## src/hdl/lpp_pkg.sv

```systemverilog
// ----------------------------------------------------------------------------
// lpp_pkg
// Shared types and constants of the LED plan pattern player.
// ----------------------------------------------------------------------------
package lpp_pkg;

  localparam int NUM_LEDS    = 12;
  localparam int MAX_ENTRIES = 16;
  localparam int LED_W       = 4;
  localparam int SLOT_W      = $clog2(MAX_ENTRIES);
  localparam int CNT_W       = 5;
  localparam int QUEUE_DEPTH = 4;
  localparam int QPTR_W      = $clog2(QUEUE_DEPTH);

  localparam logic [11:0] CYC_SLOW = 12'd3000;
  localparam logic [11:0] CYC_FAST = 12'd1000;

  // ceil(2^44 / 3000) and ceil(2^42 / 1000), exact for 32-bit phases
  localparam logic [32:0] PH_RECIP_SLOW = 33'd5864062015;
  localparam logic [32:0] PH_RECIP_FAST = 33'd4398046512;
  // ceil(2^32 / 1500) and ceil(2^32 / 500), exact for 19-bit products
  localparam logic [23:0] SC_RECIP_SLOW = 24'd2863312;
  localparam logic [23:0] SC_RECIP_FAST = 24'd8589935;

  typedef enum logic [1:0] {
    OP_TICK  = 2'd0,
    OP_WRITE = 2'd1,
    OP_PLAY  = 2'd2,
    OP_STOP  = 2'd3
  } op_t;

  localparam logic [1:0] MODE_STABLE  = 2'd0;
  localparam logic [1:0] MODE_BLINK   = 2'd1;
  localparam logic [1:0] MODE_BR_SLOW = 2'd2;
  localparam logic [1:0] MODE_BR_FAST = 2'd3;

  typedef struct packed {
    op_t         op;
    logic [3:0]  slot;
    logic [3:0]  led;
    logic [1:0]  mode;
    logic [15:0] off;
    logic [30:0] dur;
    logic [15:0] per;
    logic [7:0]  red;
    logic [7:0]  green;
    logic [7:0]  blue;
    logic [4:0]  cnt;
    logic [7:0]  loops;
  } item_t;

  typedef struct packed {
    logic        start;
    logic [31:0] dividend;
    logic [15:0] divisor;
  } div_req_t;

  typedef struct packed {
    logic        done;
    logic [31:0] quo;
  } div_rsp_t;

endpackage

```

## src/hdl/lpp_front.sv

```systemverilog
// ----------------------------------------------------------------------------
// lpp_front
// Accepts requests, classifies them and queues them for the sequencer.
// ----------------------------------------------------------------------------
module lpp_front import lpp_pkg::*; (
  input  logic        clk,
  input  logic        rst,
  input  logic        in_valid,
  output logic        in_stall,
  input  logic [1:0]  opcode,
  input  logic [3:0]  entry_index,
  input  logic [3:0]  led_id,
  input  logic [1:0]  mode,
  input  logic [15:0] offset_ms,
  input  logic [30:0] duration_ms,
  input  logic [15:0] period_ms,
  input  logic [7:0]  red,
  input  logic [7:0]  green,
  input  logic [7:0]  blue,
  input  logic [4:0]  entry_count,
  input  logic [7:0]  loop_count,
  output item_t       head,
  output logic        head_valid,
  input  logic        pop
);

  item_t               q [QUEUE_DEPTH];
  logic [QPTR_W-1:0]   wr_ptr;
  logic [QPTR_W-1:0]   rd_ptr;
  logic [QPTR_W:0]     count;
  item_t               item;
  logic                drop;
  logic                push;
  logic                do_pop;

  always_comb begin
    item.op    = op_t'(opcode);
    item.slot  = entry_index;
    item.led   = led_id;
    item.mode  = mode;
    item.off   = offset_ms;
    item.dur   = duration_ms;
    item.per   = period_ms;
    item.red   = red;
    item.green = green;
    item.blue  = blue;
    item.cnt   = (entry_count > CNT_W'(MAX_ENTRIES)) ? CNT_W'(MAX_ENTRIES) : entry_count;
    item.loops = loop_count;
  end

  // writes to a slot beyond the table never reach the sequencer
  assign drop       = (op_t'(opcode) == OP_WRITE) &&
                      ({1'b0, entry_index} >= 5'(MAX_ENTRIES));
  assign in_stall   = (count == (QPTR_W+1)'(QUEUE_DEPTH));
  assign push       = in_valid && !in_stall && !drop;
  assign head_valid = (count != '0);
  assign do_pop     = pop && head_valid;
  assign head       = q[rd_ptr];

  always_ff @(posedge clk) begin
    if (rst) begin
      wr_ptr <= '0;
      rd_ptr <= '0;
      count  <= '0;
    end else begin
      if (push) begin
        q[wr_ptr] <= item;
        wr_ptr    <= wr_ptr + 1'b1;
      end
      if (do_pop) begin
        rd_ptr <= rd_ptr + 1'b1;
      end
      if (push && !do_pop) begin
        count <= count + 1'b1;
      end else if (!push && do_pop) begin
        count <= count - 1'b1;
      end
    end
  end

endmodule

```

## config.mk

```make
export PLATFORM = sky130hd
export DESIGN_NAME = lpp_front
export DESIGN_NICKNAME = d
export VERILOG_FILES = /design/src/hdl/lpp_pkg.sv /design/src/hdl/lpp_front.sv
export SDC_FILE = /design/constraint.sdc
export NUM_CORES = 1
export LEC_CHECK = 0
export ABC_AREA = 1
export BUFFER_PORTS_ARGS = -buffer_cell sky130_fd_sc_hd__buf_2
export CORE_ASPECT_RATIO = 1.2
export CORE_MARGIN = 4
export CORE_UTILIZATION = 45
export DETAILED_ROUTE_END_ITERATION = 8
export GPL_TIMING_DRIVEN = 0
export PLACE_DENSITY_LB_ADDON = 0.2
export SLEW_MARGIN = 20
export SYNTH_ARGS = -nofsm -noshare
export SYNTH_HDL_FRONTEND = slang
export SYNTH_SLANG_ARGS = --single-unit
```

## constraint.sdc

```tcl
create_clock -name clk -period 8.2 [get_ports clk]
set_input_delay 2.05 -clock clk [delete_from_list [all_inputs] [get_ports clk]]
set_output_delay 2.05 -clock clk [all_outputs]
set_load 0.1 [all_outputs]
```

-- After elaboration in Yosys (flattened, before gate mapping)
Memory sizes are Yosys's and may differ from the RTL's. A register that Yosys moved wholly into a read port is not among the register bits.
Index checks and enable logic that the tools add are counted.
- register bits after elaboration: 7
- bits in writable memories: 448
- input port bits: 116
- output and inout bits: 114
- logic and storage cells: 27
- memories: 1
- add/sub/neg operators: 4
- $lt $le $gt $ge: 1
- eq/ne operators: 1
- muxes and demuxes: 8
- reductions and logical operators: 9
- memory list (name ; depth ; width ; rd ports ; clocked after Yosys merged registers in ; wr ports ; line ; source):
    q ; 4 ; 112 ; 1 ; 1 ; 1 ; lpp_front.sv:27 ; item_t q [QUEUE_DEPTH];
- operator list (cell ; count):
    2-to-1 mux 3 bit ; 2
    greater-than comparator 5 bit (second input constant) ; 1
    2-to-1 mux 5 bit ; 1
    adder 2 x 1 -> 2 bit (second input constant) ; 2
    logical AND 1 bit ; 4
    2-to-1 mux 2 bit ; 2
    adder 3 x 1 -> 3 bit (second input constant) ; 1
    == test 3 bit (second input constant) ; 1
    zero test 1 bit ; 3
    2-to-1 mux 1 bit ; 3
    nonzero test 3 bit ; 1
    subtractor 3 x 1 -> 3 bit (second input constant) ; 1
    nonzero test 2 bit ; 1

-- Depth between registers and ports, before layout
Gate-level depths: netlist of the first run.
- word-level depth: 7
- depth in mapped cells: 13
- gate-level depth less buffers: 13

-- Worst setup path before layout of the first run
No wires, ideal clock.
- path type: input-to-reg
- start point: in in_valid
- end point: mem q[0][0] (netlist bit), enable pin
- library setup time: 584 ps
- arrival time: 6996 ps
- required time: 7616 ps
- path slack: 620 ps
- stages on the path: 4
- path buffers: 0
- path through: inv_1 > nor2_1 > nand2_1 > nor2_1
- word-level cells in the longest chain between the ends: 4
- ends and longest elaborated chain (item ; line ; source):
    start: declaration ; lpp_front.sv:8 ; input logic in_valid,
    logical AND 1 bit ; lpp_front.sv:55 ; assign push = in_valid && !in_stall && !drop;
    via push ; lpp_front.sv:33 ; logic push;
    2-to-1 mux 1 bit ; lpp_front.sv:66 ; if (push) begin
    2-to-1 mux 1 bit ; lpp_front.sv:61 ; if (rst) begin
    2-to-1 mux 1 bit (not written as such) ; lpp_front.sv:67 ; q[wr_ptr] <= item;
    end: declaration ; lpp_front.sv:27 ;
The timed path passes the listed nets, and every way through them passes these cells.

==> results of run 1 <==
[state kept, by name, indices dropped and copies added (netlist names), named ones only]
name    flops
count       3
q         448
rd_ptr      2
wr_ptr      2
[per-stage QoR]
stage               std cells  util, %  hold slack (ns)
finish                   1973     55.5            0.502
global route             1972     55.5            0.556
CTS                      1970     55.5            0.508
detailed placement       1892     51.6            0.494
global placement         1870     50.1            0.482
floorplan                1161        -            0.459
[placed cells by master (no fill, tap or decap), types with 16 or more instances in the layout]
cell / instances
sky130_fd_sc_hd__buf_2: 237
sky130_fd_sc_hd__clkbuf_16: 49
sky130_fd_sc_hd__o21ai_0: 176
sky130_fd_sc_hd__edfxtp_1: 448
sky130_fd_sc_hd__clkbuf_1: 49
sky130_fd_sc_hd__o21ai_1: 50
sky130_fd_sc_hd__o22ai_1: 112
sky130_fd_sc_hd__nor2_1: 233
sky130_fd_sc_hd__buf_6: 18
sky130_fd_sc_hd__inv_1: 16
sky130_fd_sc_hd__nand2_1: 16
[cell type report]
type / count / area, sq um / share of cell area (%)
Inverter: 18 / 75.1 / 0.359
Clock buffer: 61 / 1310 / 6.27
Buffer: 74 / 472 / 2.26
Multi-Input combinational cell: 612 / 2980 / 14.2
Antenna cell: 3 / 7.51 / 0.0359
Sequential cell: 457 / 13600 / 65.2
Tap cell: 480 / 601 / 2.87
Clock inverter: 17 / 155 / 0.742
Timing Repair Buffer: 251 / 1680 / 8.02
[kinds of logic after synthesis]
logic type | share of synthesized area, %
buffers and inverters | 3.19
DFF | 79.6
AOI/OAI and AO/OA | 11.0
and+or+nand+nor | 5.73
adders and majority gates | 0.482
[final timing paths]
check | start | to | slack, ns | cells after the start
worst max-delay path | flip-flop | head[26] | 3.52 | 7
worst min-delay path | count[0] | count[0] | 0.50 | 1
worst max register to register | count[0] | q[1][55] | 5.51 | 9
worst min register to register | count[0] | count[0] | 0.50 | 1
[worst register-to-register path: stages (launching register included)]
cell,delay [ns]
sky130_fd_sc_hd__dfxtp_1,0.39
sky130_fd_sc_hd__nor2_1,0.08
sky130_fd_sc_hd__nand2_1,0.14
sky130_fd_sc_hd__inv_1,0.07
sky130_fd_sc_hd__nor2_1,0.15
sky130_fd_sc_hd__nand2_1,0.25
sky130_fd_sc_hd__nor2_4,0.63
sky130_fd_sc_hd__buf_16,0.25
sky130_fd_sc_hd__buf_12,0.20
sky130_fd_sc_hd__buf_12,0.21
[power by group through the flow]
stage	sequential (W)	clock, W	combinational, W
after global routing	0.00276	0.00218	0.00334
after CTS	0.00275	0.00208	0.00322
after detailed placement	0.00280	0	0.00322
after floorplan	0.00282	0	0.00252
after global placement	0.00284	0	0.00315
final	0.00275	0.00204	0.00319
[per-layer routing]
metal | global-route usage, % | vias to the layer above | routed length (um)
met4 | 4.82 | 10 | 731
met1 | 25.9 | 5165 | 16900
met5 | 0 | - | 69
li1 | - | 4979 | -
met3 | 4.76 | 60 | 2930
met2 | 32.2 | 330 | 20500
==> flow_summary.ini, run 1 <==
[logic_synthesis]
yosysMostFrequentCell = sky130_fd_sc_hd__edfxtp_1
number_of_flops_mapped_to_enable_cells_by_yosys = 448
post_synth_inst_count = 1161
synth.yosys.warnings = 0
synth.top_cell.area_share_pct = 78.5
synthesized_cell_area_sq_um = 17100
async_flop_share_pct = 0
synth.lib_cells_used.distinct = 24
synth_top_cells_by_area = sky130_fd_sc_hd__edfxtp_1 (79%), sky130_fd_sc_hd__nor2_1 (5.2%), sky130_fd_sc_hd__o21ai_0 (5.1%)
count_of_state_elements_after_synthesis = 457
postSynthNetCount = 1283
netlist_top_cells_count = sky130_fd_sc_hd__edfxtp_1 (448), sky130_fd_sc_hd__nor2_1 (237), sky130_fd_sc_hd__o21ai_0 (176)
synth_seq_area_share_pct = 79.6
synthFlopType = sky130_fd_sc_hd__edfxtp_1
synthesis.area_per_instance_sq_um = 14.8
yosysTopAreaCell = sky130_fd_sc_hd__edfxtp_1

[clocking]
clock_slew_seen_by_the_registers_of_the_worst_setup_and_hold_paths_ns = 0.06
clock-sinks = 457
clk_root_buffer_cell = sky130_fd_sc_hd__clkbuf_16
clk-insertion-delay-late_ns = 0.55
ctsHoldBuffers = 0
clock_path_buffers = 3
cts_tree = built
htree_levels = 2
postCtsResizedCells = 0
post-cts-setup-buffers = 0
cts_made_buffers = 46

[place]
placement.cell_area_sq_um = 19400
worst_case_setup_slack_after_placement_ns = 3.91
port-buffer-count = 229
place.gp.congestion = 0.747
dp_hpwl_mm = 26.2

[floorplanning]
design.die.area_sq_um = 41300
num_io_pins = 230
floorplan.die.width_um = 186
die_height_um = 222
start_util_pct = 45.5
placeableCoreArea_sq_um = 37700
placementRows = 78

[global_routing]
grt_usage_pct = 19.4
via_count_of_the_first_global_routing_pass = 10600
antenna_found_initial = 8
first_pass_grt_wire_length_mm = 61.7
pin_count_of_the_biggest_net_entering_global_routing = 24
grt_overflow = 0

[power]
p_sw_w = 0.00353
vdd_ir_drop_max_uv = 217
combPwrFrac_pct = 40.0
post-layout-total-power_w = 0.00798
sw_frac_of_total_pct = 44.2
share_seq_of_total_power_pct = 34.5
clock_power_share_pct = 25.6
cell_internal_pwr_w = 0.00445
leakagePower_nw = 7.33
power_density_normalized_to_cell_area_nw_per_um2 = 381

[detailed_routing]
via_per_inst = 5.34
routed_wirelength_mm = 41.1
num_vias = 10500
dr.pass1.iters = 4
detail_route.wl_per_cell_um = 20.8
ant_nets = 0
drc_errors = 0
count_of_routing_violations_after_the_opening_detailed_route_iteration = 705

[critical_path]
largest_stage_delay_on_the_critical_path_ns = 0.49
worstPathArrival_ns = 2.63
crit_path_max_fanout = 10
worst-path-buf-inv = 5
timing.critical_path.required_ns = 6.15
cp_top_family = buffers and inverters
worstSetupPathType = reg -> out
path_cells = buf_6 -> buf_8 -> inv_8 -> clkbuf_1 -> o21ai_0 -> o22ai_1 -> buf_2
start_kind = flip-flop
crit_path_end_kind = output port
cpMaxStageDelayCell = sky130_fd_sc_hd__buf_2

[sta]
setup_tns_ns = 0
max_clock_freq_mhz = 214
fin_ws_ns = 3.52
maxSlewViolCount = 0
rsz0062_at_grt = false
tightest_slew_ns = 0.712
setup_violations = 0
skew_ns = 0.00782
min_period_over_period_pct = 57.0
post-route-min-period_ns = 4.68
worst_relative_slew_slack_pct = 52.4
final-hold-violation-count = 0

[final_layout]
post_route_cells_drive_above_1_share_pct = 23.7
fillers = 3092
layout-area-overhead-vs-synth_pct = 22.1
final_design_area_no_fill_sq_um = 20900
finish.net_count = 1582

[worst_hold_path]
worst_hold_path_type = reg -> reg

[job]
cap_violations = 0

[status]
outcome = complete, no violations
(Power assumes the default switching activity.)
==> inputs of run 2 (changes only) <==
ABC_AREA = 0   (was 1)
clock period = 4.4 ns   (was 8.2 ns; I/O delays follow)
==> flow_summary.ini, run 2 <==
[detailed_routing]
routed_wirelength_mm = 31.8
num_vias = 7620
count_of_routing_violations_after_the_opening_detailed_route_iteration = 450
detail_route.wl_per_cell_um = 21.8
dr.pass1.iters = 5
via_per_inst = 5.22
drc_errors = 0
ant_nets = 0

[clocking]
ctsHoldBuffers = 0
cts_tree = built
clock_slew_seen_by_the_registers_of_the_worst_setup_and_hold_paths_ns = 0.06
htree_levels = 2
clk-insertion-delay-late_ns = 0.54
postCtsResizedCells = 0
clock_path_buffers = 3
clock-sinks = 457
post-cts-setup-buffers = 0
cts_made_buffers = 44
clk_root_buffer_cell = sky130_fd_sc_hd__clkbuf_16

[place]
worst_case_setup_slack_after_placement_ns = 1.04
place.gp.congestion = 0.701
port-buffer-count = 229
placement.cell_area_sq_um = 19100
dp_hpwl_mm = 22.2

[sta]
final-hold-violation-count = 0
skew_ns = 0.0151
maxSlewViolCount = 0
tightest_slew_ns = 0.753
post-route-min-period_ns = 3.47
rsz0062_at_grt = false
max_clock_freq_mhz = 288
min_period_over_period_pct = 78.9
fin_ws_ns = 0.930
worst_relative_slew_slack_pct = 49.8
hold_ws_ns = 0.515
setup_violations = 0

[final_layout]
finish.net_count = 1077
post_route_cells_drive_above_1_share_pct = 47.8
largest_register_ff_count = 448
most-common-layout-cells = sky130_fd_sc_hd__edfxtp_1 (448), sky130_fd_sc_hd__buf_2 (238), sky130_fd_sc_hd__mux4_2 (112)
fillers = 2802
final_design_area_no_fill_sq_um = 20500
layout-area-overhead-vs-synth_pct = 22.6
final_common_cell = sky130_fd_sc_hd__edfxtp_1
biggestRegsByFlops = q: 448 flops, count: 3 flops
post-route-util_pct = 55.8
antenna_cells_inserted = 0
register_with_the_most_flip_flops = q

[logic_synthesis]
async_flop_share_pct = 0
synthFlopType = sky130_fd_sc_hd__edfxtp_1
synth_seq_area_share_pct = 81.4
synthesized_cell_area_sq_um = 16700
postSynthNetCount = 761
count_of_state_elements_after_synthesis = 457
synth.lib_cells_used.distinct = 24
yosysTopAreaCell = sky130_fd_sc_hd__edfxtp_1
synth.yosys.warnings = 0
synth.top_cell.area_share_pct = 80.3
synth_top_cells_by_area = sky130_fd_sc_hd__edfxtp_1 (80%), sky130_fd_sc_hd__mux4_2 (15%), sky130_fd_sc_hd__buf_12 (1.1%)
number_of_flops_mapped_to_enable_cells_by_yosys = 448
synthesis.area_per_instance_sq_um = 26.2
netlist_top_cells_count = sky130_fd_sc_hd__edfxtp_1 (448), sky130_fd_sc_hd__mux4_2 (112), sky130_fd_sc_hd__buf_12 (9), sky130_fd_sc_hd__buf_2 (9), sky130_fd_sc_hd__dfxtp_1 (9)
post_synth_inst_count = 639
yosysMostFrequentCell = sky130_fd_sc_hd__edfxtp_1

[floorplanning]
placementRows = 77
num_io_pins = 230
die_height_um = 219
placeableCoreArea_sq_um = 36800
floorplan.die.width_um = 184
start_util_pct = 45.5
design.die.area_sq_um = 40400

[global_routing]
first_pass_grt_wire_length_mm = 48.9
antenna_found_initial = 4
pin_count_of_the_biggest_net_entering_global_routing = 16
grt_usage_pct = 15.9
via_count_of_the_first_global_routing_pass = 8281
grt_overflow = 0

[critical_path]
worstSetupPathType = reg -> out
setup.reg_to_reg.worst_slack_ns = 1.64
reg2regPathDepth = 8
timing.critical_path.required_ns = 3.30
crit_path_end_kind = output port
worstPathArrival_ns = 2.37
start_kind = flip-flop
r2r_end = q[2][66]
rr_startpoint = count[0]
crit_path_max_fanout = 10

[power]
vdd_ir_drop_max_uv = 477
leakagePower_nw = 6.94
post-layout-total-power_w = 0.0142
power_density_normalized_to_cell_area_nw_per_um2 = 691

[worst_hold_path]
origin_of_the_worst_min_delay_path = wr_ptr[1]
min_to = wr_ptr[1]
hold-path-cell-count = 2
worst_hold_path_type = reg -> reg

[status]
outcome = complete, no violations

[job]
cap_violations = 0
run 2: changes by cell type in the layout (fill, tap and decap cells not counted), moves of 5 or more:
cell / previous run / this run
sky130_fd_sc_hd__clkbuf_1: 49 / 6
sky130_fd_sc_hd__o21ai_1: 50 / 0
sky130_fd_sc_hd__mux4_2: 0 / 112
sky130_fd_sc_hd__inv_1: 16 / 5
sky130_fd_sc_hd__buf_8: 2 / 22
sky130_fd_sc_hd__nand2_1: 16 / 0
sky130_fd_sc_hd__nor2_1: 233 / 5
sky130_fd_sc_hd__o21ai_0: 176 / 2
sky130_fd_sc_hd__o22ai_1: 112 / 0
sky130_fd_sc_hd__buf_16: 12 / 0
sky130_fd_sc_hd__clkinv_1: 7 / 12
run 2: where the power goes:
part	leakage, nW	switching, W	internal, W
Clock	0.701	0.00150	0.00221
Combinational	2.10	0.00411	0.00128
Sequential	4.14	0.0000653	0.00503
Total	6.94	0.00567	0.00852
run 2: cell families (layout without fill, tap and decap cells):
| logic type | after synthesis | count (layout) | share of synthesized area, % |
|---|---|---|---|
| xor gates and xnor gates | 4 | 4 | 0.209 |
| muxes | 114 | 114 | 15.2 |
| DFF | 457 | 457 | 81.4 |
| buffers and inverters | 32 | 380 | 1.77 |
| AOI/OAI and AO/OA | 6 | 6 | 0.217 |
| and+or+nand+nor | 20 | 20 | 0.740 |
| adders and majority gates | 6 | 6 | 0.493 |
run 2: area by class of cell:
| class | count | area, sq um | area share (%) |
|---|---|---|---|
| tap | 474 | 593 | 2.89 |
| clock buffer | 50 | 1140 | 5.58 |
| buffer | 27 | 299 | 1.46 |
| inverter | 5 | 18.8 | 0.0914 |
| multi-input combinational | 150 | 2870 | 14.0 |
| timing repair buffer | 270 | 1690 | 8.23 |
| sequential | 457 | 13600 | 66.4 |
| clock inverter | 28 | 285 | 1.39 |
run 2: critical path: stages (launching register included):
cell                      delay (ns)
sky130_fd_sc_hd__dfxtp_1        0.38
sky130_fd_sc_hd__buf_2          0.35
sky130_fd_sc_hd__buf_2          0.37
sky130_fd_sc_hd__mux4_2         0.27
sky130_fd_sc_hd__buf_2          0.45
run 2: per-layer routing:
metal / vias to the layer above / share of wire [%] / global-route usage (%)
met5: - / 0.13 / 0
met4: 8 / 2.0 / 4.02
met3: 45 / 7.0 / 4.63
met2: 212 / 51 / 26.8
met1: 3960 / 40 / 20.3
li1: 3395 / - / -
run 2: worst max path at each step:
stage | from | to | slack [ns]
after floorplan | in_valid | q[0][0] | -0.16
after global placement | rst | q[1][73] | -2.69
after detailed placement | rst | q[2][57] | 1.04
after CTS | flip-flop | head[14] | 0.81
after global routing | flip-flop | head[14] | 0.76
final | flip-flop | head[14] | 0.93
run 2: through the flow:
stage / instances / setup TNS (ns)
after floorplan: 639 / -70.90
after detailed placement: 1383 / 0
after CTS: 1461 / 0
after global routing: 1461 / 0
after global placement: 1342 / -1177.30
final: 1461 / 0
