[src/hdl/lpp_pkg.sv]
// ----------------------------------------------------------------------------
// lpp_pkg
// Shared types and constants of the LED plan pattern player.
// ----------------------------------------------------------------------------
package lpp_pkg;

  localparam int NUM_LEDS    = 12;
  localparam int MAX_ENTRIES = 16;
  localparam int LED_W       = 4;
  localparam int SLOT_W      = $clog2(MAX_ENTRIES);
  localparam int CNT_W       = 5;
  localparam int QUEUE_DEPTH = 4;
  localparam int QPTR_W      = $clog2(QUEUE_DEPTH);

  localparam logic [11:0] CYC_SLOW = 12'd3000;
  localparam logic [11:0] CYC_FAST = 12'd1000;

  // ceil(2^44 / 3000) and ceil(2^42 / 1000), exact for 32-bit phases
  localparam logic [32:0] PH_RECIP_SLOW = 33'd5864062015;
  localparam logic [32:0] PH_RECIP_FAST = 33'd4398046512;
  // ceil(2^32 / 1500) and ceil(2^32 / 500), exact for 19-bit products
  localparam logic [23:0] SC_RECIP_SLOW = 24'd2863312;
  localparam logic [23:0] SC_RECIP_FAST = 24'd8589935;

  typedef enum logic [1:0] {
    OP_TICK  = 2'd0,
    OP_WRITE = 2'd1,
    OP_PLAY  = 2'd2,
    OP_STOP  = 2'd3
  } op_t;

  localparam logic [1:0] MODE_STABLE  = 2'd0;
  localparam logic [1:0] MODE_BLINK   = 2'd1;
  localparam logic [1:0] MODE_BR_SLOW = 2'd2;
  localparam logic [1:0] MODE_BR_FAST = 2'd3;

  typedef struct packed {
    op_t         op;
    logic [3:0]  slot;
    logic [3:0]  led;
    logic [1:0]  mode;
    logic [15:0] off;
    logic [30:0] dur;
    logic [15:0] per;
    logic [7:0]  red;
    logic [7:0]  green;
    logic [7:0]  blue;
    logic [4:0]  cnt;
    logic [7:0]  loops;
  } item_t;

  typedef struct packed {
    logic        start;
    logic [31:0] dividend;
    logic [15:0] divisor;
  } div_req_t;

  typedef struct packed {
    logic        done;
    logic [31:0] quo;
  } div_rsp_t;

endpackage

[src/hdl/lpp_div.sv]
// ----------------------------------------------------------------------------
// lpp_div
// Restoring divider for the blink period, one quotient bit per cycle (32 steps).
// ----------------------------------------------------------------------------
module lpp_div import lpp_pkg::*; (
  input  logic     clk,
  input  logic     rst,
  input  div_req_t req,
  output div_rsp_t rsp
);

  logic        busy;
  logic [5:0]  steps;
  logic [15:0] rem;
  logic [31:0] dvd;
  logic [15:0] divisor;
  logic        done;
  logic [16:0] trial;
  logic        ge;

  assign trial = {rem, dvd[31]};
  assign ge    = (trial >= {1'b0, divisor});

  always_ff @(posedge clk) begin
    if (rst) begin
      busy <= 1'b0;
      done <= 1'b0;
    end else begin
      done <= 1'b0;
      if (busy) begin
        rem   <= ge ? 16'(trial - {1'b0, divisor}) : trial[15:0];
        dvd   <= {dvd[30:0], ge};
        steps <= steps - 1'b1;
        if (steps == 6'd1) begin
          busy <= 1'b0;
          done <= 1'b1;
        end
      end else if (req.start) begin
        busy    <= 1'b1;
        divisor <= req.divisor;
        rem     <= '0;
        dvd     <= req.dividend;
        steps   <= 6'd32;
      end
    end
  end

  assign rsp.done = done;
  assign rsp.quo  = dvd;

endmodule

[config.mk]
export PLATFORM = sky130hd
export DESIGN_NAME = lpp_div
export DESIGN_NICKNAME = d
export VERILOG_FILES = /design/src/hdl/lpp_pkg.sv /design/src/hdl/lpp_div.sv
export SDC_FILE = /design/constraint.sdc
export NUM_CORES = 1
export LEC_CHECK = 0
export BUFFER_PORTS_ARGS = -buffer_cell sky130_fd_sc_hd__buf_2
export CAP_MARGIN = 20
export CORE_UTILIZATION = 30
export DETAILED_ROUTE_END_ITERATION = 10
export SYNTH_ARGS = -nofsm -noshare
export SYNTH_HDL_FRONTEND = slang
export SYNTH_SLANG_ARGS = --single-unit
[constraint.sdc]
create_clock -name clk -period 4.1 [get_ports clk]
set_clock_uncertainty 0.2 [all_clocks]
set_input_delay 0.82 -clock clk [delete_from_list [all_inputs] [get_ports clk]]
set_output_delay 0.82 -clock clk [all_outputs]
set_load 0.02 [all_outputs]
# Yosys cells after proc, flatten, opt, wreduce, memory -nomap -nowiden
# Cells that the tools add are included.
# totals
register_bits	72
input_bits	51
word_cells	27
# classes
n_addsub	2
order_cmp	1
n_eq_ne	1
mux	11
n_bitwise	2
reduce_logical	4
# op_table
cell	n
2-to-1 mux 32 bit	2
2-to-1 mux 16 bit	3
>= comparator 17 x 16 -> 1 bit	1
subtractor 16 bit	1
2-to-1 mux 6 bit	2
== test 6 x 1 -> 1 bit, second input constant	1
subtractor 6 x 1 -> 6 bit, second input constant	1
2-to-1 mux 1 bit	4
AND reduction 3 bit	1
NOT 1 bit	2
AND reduction 2 bit	1
nonzero test 2 bit	1
OR reduction 2 bit	1

# Longest topological paths before layout
# Gate-level depths: netlist (run 1).
# depth
depth_word	3
ltp_mapped	9

# Worst setup path before layout (run 1)
# OpenSTA, ideal clock, no wires.
# synth_path
kind	input -> register
from	in req[48] (netlist name)
to	reg dvd[0] (enable)
setup_time_ps	466
arrival_ps	3125
required_ps	3434
path_slack_ps	310
stages	2
path_buffers	0
path_cell_list	nor2_1 > nor2_1
# synth_via
elab_chain_cells	2
# synth_lines
item	line_no	text
start, declared	lpp_div.sv:8	input div_req_t req,
nonzero test 2 bit (no source line)	-	
AND reduction 2 bit (no source line)	-	
end signal, assigned	lpp_div.sv:32	dvd <= {dvd[30:0], ge};
end signal, assigned	lpp_div.sv:42	dvd <= req.dividend;
end, declared	lpp_div.sv:15	logic [31:0] dvd;
# Every way passes these cells.
# A chain may end at the register's enable or synchronous reset.

# Worst setup path in the final report (run 1)
# layout_path
from	reg rem[13]
to	reg dvd[0], data pin
# layout_via
elab_chain_cells	2
# layout_lines
item	line_no	text
start, declared	lpp_div.sv:14	logic [15:0] rem;
start signal, assigned	lpp_div.sv:31	rem <= ge ? 16'(trial - {1'b0, divisor}) : trial[15:0];
>= comparator 17 x 16 -> 1 bit	lpp_div.sv:22	assign ge = (trial >= {1'b0, divisor});
2-to-1 mux 32 bit	lpp_div.sv:30	if (busy) begin
# Every way passes these cells.

==> results of run 1 <==
==> registers in the layout, indices dropped and copies added (netlist names) <==
register  cells
rem          16
busy          1
dvd          32
done          1
divisor      16
steps         6
==> layout make-up <==
cell class / instances / area, um2
fillers: 1253 / 7840
flip-flops and latches: 72 / 2140
multi-input cells: 215 / 1630
repair buffers: 86 / 450
clock buffers: 9 / 225
well taps: 172 / 215
inverters: 25 / 93.8
clock inverters: 7 / 72.6
==> worst min path at each step <==
stage                                 end  depth (start not counted)
floorplan           rem[15]$_SDFFCE_PN0P_                          2
global placement        dvd[23]$_DFFE_PP_                          1
detailed placement      dvd[18]$_DFFE_PP_                          1
CTS                     dvd[18]$_DFFE_PP_                          1
global route            dvd[22]$_DFFE_PP_                          1
finish                  dvd[18]$_DFFE_PP_                          1
==> synth_stat cells (all sizes together) (2+ instances only) <==
| cell type | instances | area (um2) |
|---|---|---|
| and3 | 3 | 18.8 |
| ha | 18 | 225 |
| mux2i | 2 | 20.0 |
| a21o | 5 | 37.5 |
| buf | 3 | 26.3 |
| xnor2 | 4 | 35.0 |
| nor3 | 7 | 35.0 |
| edfxtp | 70 | 2100 |
| nor3b | 4 | 30.0 |
| nand3 | 12 | 60.1 |
| inv | 24 | 90.1 |
| o21a | 5 | 38.8 |
| dfxtp | 2 | 40.0 |
| o2111ai | 2 | 23.8 |
| nand2b | 5 | 31.3 |
| nand2 | 14 | 55.1 |
| o211ai | 3 | 22.5 |
| o21ai | 17 | 88.8 |
| xor2 | 6 | 52.6 |
| mux2 | 31 | 349 |
| clkbuf | 7 | 26.3 |
| a211o | 3 | 26.3 |
| a31oi | 2 | 18.8 |
| or3 | 3 | 18.8 |
| nand4 | 2 | 12.5 |
| nor2 | 20 | 75.1 |
| a21oi | 19 | 95.1 |
| o21bai | 3 | 22.5 |
| o31ai | 3 | 22.5 |
| o22ai | 3 | 18.8 |
| a211oi | 5 | 37.5 |
| nor2b | 2 | 12.5 |
==> cell usage in the layout (no fill, tap or decap), types with 2 or more instances in the layout <==
cell type and count:
nand3_1 12, a21oi_1 19, clkbuf_16 9, inv_1 24
nand2b_1 5, or3_1 3, xor2_1 6, buf_2 83
nor2_1 19, mux2_2 31, a211oi_1 5, nor2b_1 2
o21a_1 4, o211ai_1 3, clkinv_1 2, o21ai_0 15
xnor2_1 4, buf_4 2, o22ai_1 3, a211o_1 3
ha_1 18, and3_1 3, a21o_1 5, clkinv_4 3
o21bai_1 3, o31ai_1 3, nor3_1 7, nor3b_1 3
nand4_1 2, edfxtp_1 70, mux2i_1 2, nand2_1 13
==> per-stage QoR <==
| stage | instances | setup WS [ps] |
|---|---|---|
| after floorplan | 322 | 310 |
| after detailed placement | 570 | 1190 |
| after global placement | 570 | 1270 |
| final | 586 | 1140 |
| after global routing | 586 | 898 |
| after CTS | 586 | 1160 |
==> worst register-to-register path: stages, from the launching register on <==
cell and delay [ps]:
edfxtp_1 390, ha_1 390, a21o_1 220, a211o_1 300
a31oi_2 270, nand2_1 370, o21ai_0 420, o21ai_0 140
==> cells by family after synthesis <==
family,count (synthesis),synth area share
AO/OA/AOI/OAI,75,0.132
XOR/XNOR,10,0.0224
adder cells (fa/ha/maj),19,0.0627
buffers and inverters,35,0.0375
flip-flops,72,0.548
multiplexers,33,0.0944
AND/OR/NAND/NOR,78,0.103
==> power breakdown <==
group	switching, W	internal [W]
registers	0.0000371	0.000885
logic	0.000232	0.000170
clock network	0.000303	0.000471
==> per-layer routing <==
layer / GRT usage / vias up
met5: 0 / -
li1: - / 1392
met3: 0.0343 / 20
met1: 0.179 / 1376
met4: 0.0684 / 0
met2: 0.198 / 98
==> metrics.txt, run 1 <==
outcome finished, final reports clean; routed wire length per instance 14.6 um; final setup violation count 0; Post-Syn Area 3910 um2; hold crit path type register to register; worst hold margin 373 ps; Max stage delay on crit path 410 ps; Ant. Diodes 0; grt total ovfl 0; mean area per synthesized cell 12.1 um2; CTS Buf Count 9; Die Y 116 um; Mapped Cells 322; Synth cell types 52; Critical R2R Launch rem[13]$_SDFFCE_PN0P_; final WL 8.57 mm; worst relative slew slack 0.553; metal2 WL 3.88 mm; CTS tree built; Worst-path clk slew 60 ps; die width 116 um; LEAKAGE 1.93 nW; Met3 Routed Length 604 um; die area 13,500 um2; initial detailed-routing violation count 142; final hold vios 0; initial antenna violation count 0; Final period util 0.722; Post-CTS Setup Bufs 0; area grow syn2layout 23.7%; Post-CTS Resized 0; ys async rst share 0; hpwl dp 6.08 mm; Util after Layout 0.381; Starting Density 0.308; total power draw 0.00210 W; Post-Syn Nets 392; type of the worst setup path register to register; critical path startpoint category register; via count 2,886; M1 wire length 3.88 mm; Max Cap Viol 0; Vias/cell 4.92; unrepaired setup endpoints after global routing no; fmax 338 MHz; Crit path top cell by count o21ai_0; slowest stage cell on the critical path o21ai_0; Row Count 41; Slew Viols, Final 0; Antenna Nets Post-Route 0; number of global-route vias before repair 2,810; number of stages on the worst setup path 7; Setup crit end kind register; Power per Cell Area 434 nW/um2; GPL Wtd Cong 0.842; sum of negative setup slack 0 ps; Synth Register Bits 72; CP bufs+invs 0; IR drop worst, VDD 0.210 mV; GRT Total Usage 0.133; RR Endpoint dvd[0]$_DFFE_PP_; hold_buf cts 0; CP cell instances ha_1, a21o_1, a211o_1, a31oi_2, nand2_1, o21ai_0, o21ai_0; Clock Latency Late Sink 330 ps; Core ar. 12,700 um2; # clock sinks 72; Port-buffer cells 83; largest net degree at the start of global routing 38; hold_sp dvd[17]$_DFFE_PP_; Worst-Margin Slew 664 ps; Required @ worst endpoint 3960 ps; Root Driver clkbuf_16; Max H-tree Level 3; Post-synth EDFFs 70; min Tclk post-route 2960 ps; flop2flop setup slack 1140 ps; worst setup path startpoint rem[13]$_SDFFCE_PN0P_; Nets 479; Max Root-Sink Buffers 2; CP Max Fanout 13; global-route wire length before repair 13.8 mm; Worst Path Arrival 2820 ps; fraction of layout instances using a drive strength above 1 0.345; post-synthesis sequential area ratio 0.548; CP Capture Point dvd[0]$_DFFE_PP_; Top Layer Used met4; Yosys warnings 0; Post-synth top flop edfxtp_1; DR DRC count 0; First-pass DRT Iterations 4; Top delay family on crit path compound AO/OA/AOI/OAI gates; design area 4830 um2; r2r worst-path depth 7; I/O pin count 84; placed cell area 4540 um2
No activity file was read; power rests on OpenSTA's default activity.
==> run 2: changes to the inputs <==
- clock period: 4.1 -> 2.69 ns (I/O delays scaled with it)
==> run 2 against run 1 <==
Core utilization grew 1.8 points. Highest routed layer unchanged. Sequential power grew 53%. Register-to-register slack lost 1100 ps. Via count grew 0.83%. Largest power group unchanged. Cell count grew 2.7%. Clock power grew 58%.
==> metrics.txt, run 2 (same netlist as run 1, synthesis figures left out) <==
Core ar. 12,700 um2 (unchanged); DR DRC count 0 (unchanged); sum of negative setup slack 0 ps (unchanged); min Tclk post-route 2600 ps (was 2960 ps); Clock power frac 0.370 (was 0.369); final WL 9.04 mm (was 8.57 mm); CP Max Fanout 6 (was 13); WHS Path Cells 1 (unchanged); Worst-path clk slew 60 ps (about the same); critical path startpoint category register (unchanged); die width 116 um (unchanged); Final period util 0.968 (was 0.722); P_sw 0.000934 W (was 0.000573 W); # clock sinks 72 (unchanged); Max H-tree Level 3 (unchanged); Ant. Diodes 0 (unchanged); die area 13,500 um2 (unchanged); initial detailed-routing violation count 101 (was 142); outcome finished, final reports clean (unchanged); GPL Wtd Cong 0.847 (was 0.842); Worst Path Arrival 2520 ps (was 2820 ps); GRT Total Usage 0.144 (was 0.133); Root Driver clkbuf_16 (unchanged); Power per Cell Area 654 nW/um2 (was 434 nW/um2); Setup crit end kind register (unchanged); total power draw 0.00331 W (was 0.00210 W); routed wire length per instance 15.0 um (was 14.6 um); Starting Density 0.308 (unchanged); most frequent cells in the layout buf_2, edfxtp_1, mux2_2, inv_1 (unchanged); type of the worst setup path register to register (unchanged); Switching Fraction 0.282 (was 0.273); r2r worst-path depth 9 (was 7); Regs by FF count dvd: 32 flops, divisor: 16 flops, rem: 16 flops (unchanged); number of global-route vias before repair 2,887 (was 2,810); hpwl dp 6.26 mm (was 6.08 mm); initial antenna violation count 0 (unchanged); Max Cap Viol 0 (unchanged); I/O pin count 84 (unchanged); final hold vios 0 (unchanged); LEAKAGE 2.03 nW (was 1.93 nW); Util after Layout 0.400 (was 0.381); final setup violation count 0 (unchanged); Top reg by flops dvd (unchanged); CTS Buf Count 9 (unchanged); hold crit path type primary input to register (was register to register); area grow syn2layout 29.6% (was 23.7%); First-pass DRT Iterations 6 (was 4); Nets 495 (was 479); largest net degree at the start of global routing 35 (was 38); grt total ovfl 0 (unchanged); Required @ worst endpoint 2610 ps (was 3960 ps); Largest register FFs 32 (unchanged); sequential power share 0.425 (was 0.439); Antenna Nets Post-Route 0 (unchanged); IR drop worst, VDD 0.413 mV (was 0.210 mV); via count 2,910 (was 2,886); fraction of layout instances using a drive strength above 1 0.405 (was 0.345); Vias/cell 4.83 (was 4.92); CTS tree built (unchanged); Max Root-Sink Buffers 2 (unchanged); fmax 384 MHz (was 338 MHz); Gate power share 0.205 (was 0.192); hold_buf cts 0 (unchanged); Die Y 116 um (unchanged); Slew Viols, Final 0 (unchanged); Row Count 41 (unchanged); Port-buffer cells 83 (unchanged); global-route wire length before repair 14.5 mm (was 13.8 mm); Worst-Margin Slew 513 ps (was 664 ps); commonest non-fill, non-tap cell in the layout buf_2 (unchanged); internal power 0.00238 W (was 0.00153 W); worst relative slew slack 0.658 (was 0.553); Clock Latency Late Sink 340 ps (was 330 ps)
[run 2: final timing paths]
kind,from,endpoint,slack (ps)
worst max-delay path,divisor[1]$_DFFE_PP_,rem[13]$_SDFFCE_PN0P_,90
worst max register to register,divisor[1]$_DFFE_PP_,rem[13]$_SDFFCE_PN0P_,90
worst min register to register,dvd[22]$_DFFE_PP_,dvd[23]$_DFFE_PP_,370
worst min-delay path,req[12],divisor[12]$_DFFE_PP_,170
[run 2: area by class of cell]
cell class | count | area, um2
well taps | 172 | 215
clock inverters | 7 | 78.8
multi-input cells | 215 | 1740
inverters | 25 | 93.8
fillers | 1230 | 7600
flip-flops and latches | 72 | 2140
repair buffers | 102 | 574
clock buffers | 9 | 225
[run 2: timing repair]
action / CTS / global route
setup buffers: 0 / 1
resized for setup: 1 / 23
cloned: 0 / 0
pin swaps: 0 / 7
endpoints found under the setup margin: 1 / 16
[run 2: power by group through the flow]
stage                     Sequential [W]  Clock [W]  Combinational [W]
after floorplan                  0.00146          0           0.000403
after global placement           0.00143          0           0.000637
after detailed placement         0.00143          0           0.000642
after CTS                        0.00141    0.00126           0.000647
after global routing             0.00142    0.00131           0.000749
final                            0.00141    0.00122           0.000681
[run 2: through the flow]
stage | std cells | worst slack, ps | area (um2) | hold slack (ps)
floorplan | 322 | 152 | 3920 | 374
global placement | 585 | 35.6 | 4650 | 351
detailed placement | 585 | -29.7 | 4650 | 359
CTS | 601 | 7.62 | 4950 | 153
global route | 602 | -81.2 | 5070 | 151
finish | 602 | 86.5 | 5070 | 168
[run 2: critical path: stages (launching register included)]
cell,delay (ps)
edfxtp_1,380
inv_1,60
ha_1,290
nor2b_4,180
o2111ai_4,150
a311oi_4,300
buf_6,160
o21bai_1,80
nor4b_1,170
a2111oi_1,400
[run 2: routing by layer]
metal	up-vias	part of all wire	global-route usage	wire, um
met5	-	0	0	0
met2	97	0.46	0.215	4140
met4	0	0.017	0.0487	158
li1	1415	-	-	-
met1	1381	0.45	0.181	4050
met3	17	0.077	0.0690	700
==> run 3: changes to the inputs <==
- GPL_TIMING_DRIVEN: unset -> 1
- clock period: 2.69 -> 3.2 ns (I/O delays scaled with it)
==> run 3 against run 2 <==
Combinational power is 23% lower. Largest power group unchanged. Setup slack better by 150 ps. Critical path depth shrank 2. Critical path type unchanged. Non-clock buffer count down 14.
==> metrics.txt, run 3 (same netlist as run 1, synthesis figures left out) <==
fmax 338 MHz (was 384 MHz); global-route wire length before repair 14.4 mm (was 14.5 mm); Final period util 0.925 (was 0.968); number of global-route vias before repair 2,897 (was 2,887); LEAKAGE 1.95 nW (was 2.03 nW); unrepaired setup endpoints after global routing no; CTS Buf Count 9 (unchanged); area grow syn2layout 24.0% (was 29.6%); fraction of layout instances using a drive strength above 1 0.351 (was 0.405); Die Y 116 um (unchanged); # clock sinks 72 (unchanged); final hold vios 0 (unchanged); initial antenna violation count 0 (unchanged); Root Driver clkbuf_16 (unchanged); critical path startpoint category register (unchanged); final setup violation count 0 (unchanged); flop2flop setup slack 240 ps (was 90 ps); Starting Density 0.308 (unchanged); Largest register FFs 32 (unchanged); die width 116 um (unchanged); die area 13,500 um2 (unchanged); Antenna Nets Post-Route 0 (unchanged); via count 2,911 (was 2,910); First-pass DRT Iterations 4 (was 6); Post-CTS Setup Bufs 0 (unchanged); final WL 8.88 mm (was 9.04 mm); min Tclk post-route 2960 ps (was 2600 ps); Power per Cell Area 558 nW/um2 (was 654 nW/um2); type of the worst setup path register to register (unchanged); Slew Viols, Final 0 (unchanged); Clock Latency Late Sink 330 ps (was 340 ps); worst setup path startpoint rem[13]$_SDFFCE_PN0P_ (was divisor[1]$_DFFE_PP_); hold_sp req[11] (was req[12]); IR drop worst, VDD 0.244 mV (was 0.413 mV); Setup crit end kind register (unchanged); hpwl dp 6.27 mm (was 6.26 mm); hold crit path type primary input to register (unchanged); largest net degree at the start of global routing 42 (was 35); routed wire length per instance 15.1 um (was 15.0 um); Max H-tree Level 3 (unchanged); Top reg by flops dvd (unchanged); DR DRC count 0 (unchanged); Ant. Diodes 0 (unchanged); sum of negative setup slack 0 ps (unchanged); CP Max Fanout 10 (was 6); grt total ovfl 0 (unchanged); final non-filler cell total 588 (was 602); Row Count 41 (unchanged); Fillers 1,262 (was 1,230); GPL Wtd Cong 0.819 (was 0.847); Post-CTS Resized 0 (was 1); Max Cap Viol 0 (unchanged); Worst-path clk slew 60 ps (about the same); most frequent cells in the layout buf_2, edfxtp_1, mux2_2, inv_1 (unchanged); commonest non-fill, non-tap cell in the layout buf_2 (unchanged); Critical R2R Launch rem[13]$_SDFFCE_PN0P_ (was divisor[1]$_DFFE_PP_); Worst Path Arrival 2890 ps (was 2520 ps); outcome finished, final reports clean (unchanged); Nets 481 (was 495); GRT Total Usage 0.141 (was 0.144); Port-buffer cells 83 (unchanged); Core ar. 12,700 um2 (unchanged); initial detailed-routing violation count 132 (was 101); Cells after DPL 572 (was 585); Required @ worst endpoint 3130 ps (was 2610 ps); hold_buf cts 0 (unchanged); I/O pin count 84 (unchanged); CTS tree built (unchanged); Worst-Margin Slew 580 ps (was 513 ps); Max Root-Sink Buffers 2 (unchanged); worst relative slew slack 0.611 (was 0.658); Regs by FF count dvd: 32 flops, divisor: 16 flops, rem: 16 flops (unchanged); Vias/cell 4.95 (was 4.83)
==> run 3: cell type report <==
type	count	area (um2)	share of cell area
timing repair buffer	88	465	0.0960
tap	172	215	0.0444
sequential	72	2140	0.442
clock buffer	9	225	0.0465
inverter	25	93.8	0.0194
clock inverter	7	71.3	0.0147
multi-input combinational	215	1630	0.337
==> run 3: per-layer routing <==
layer	global-route usage	part of all wire
met1	0.182	0.45
met2	0.215	0.45
met3	0.0462	0.079
met4	0.0632	0.022
met5	0	0
==> run 3: worst paths after layout <==
kind | endpoint | cells after the start
max | rem[1]$_SDFFCE_PN0P_ | 7
min | divisor[11]$_DFFE_PP_ | 1
max reg2reg | rem[1]$_SDFFCE_PN0P_ | 7
min reg2reg | dvd[23]$_DFFE_PP_ | 1
==> run 3: critical path, cell delays in order, from the launching register on <==
cell	delay, ps
edfxtp_1	390
ha_1	390
a21o_1	220
a211o_1	310
a31oi_2	270
and2_1	430
nand2_2	200
a211oi_1	330
==> run 3: per-stage QoR <==
stage | total power, W | setup WS [ps] | area (um2) | hold slack (ps) | utilization
2_1_floorplan | 0.00156 | 321 | 3910 | 374 | -
5_1_grt | 0.00283 | 22.4 | 4850 | 271 | 0.383
6_report | 0.00271 | 240 | 4850 | 281 | 0.383
4_1_cts | 0.00273 | 249 | 4850 | 270 | 0.383
3_5_place_dp | 0.00172 | 266 | 4550 | 362 | 0.359
3_3_place_gp | 0.00171 | 419 | 4550 | 351 | 0.359
==> run 3: power by group <==
group,internal [W],switching [W],total (W)
Combinational,0.000221,0.000306,0.000527
Clock,0.000604,0.000396,0.00100
Sequential,0.00113,0.0000448,0.00118
Total,0.00196,0.000746,0.00271
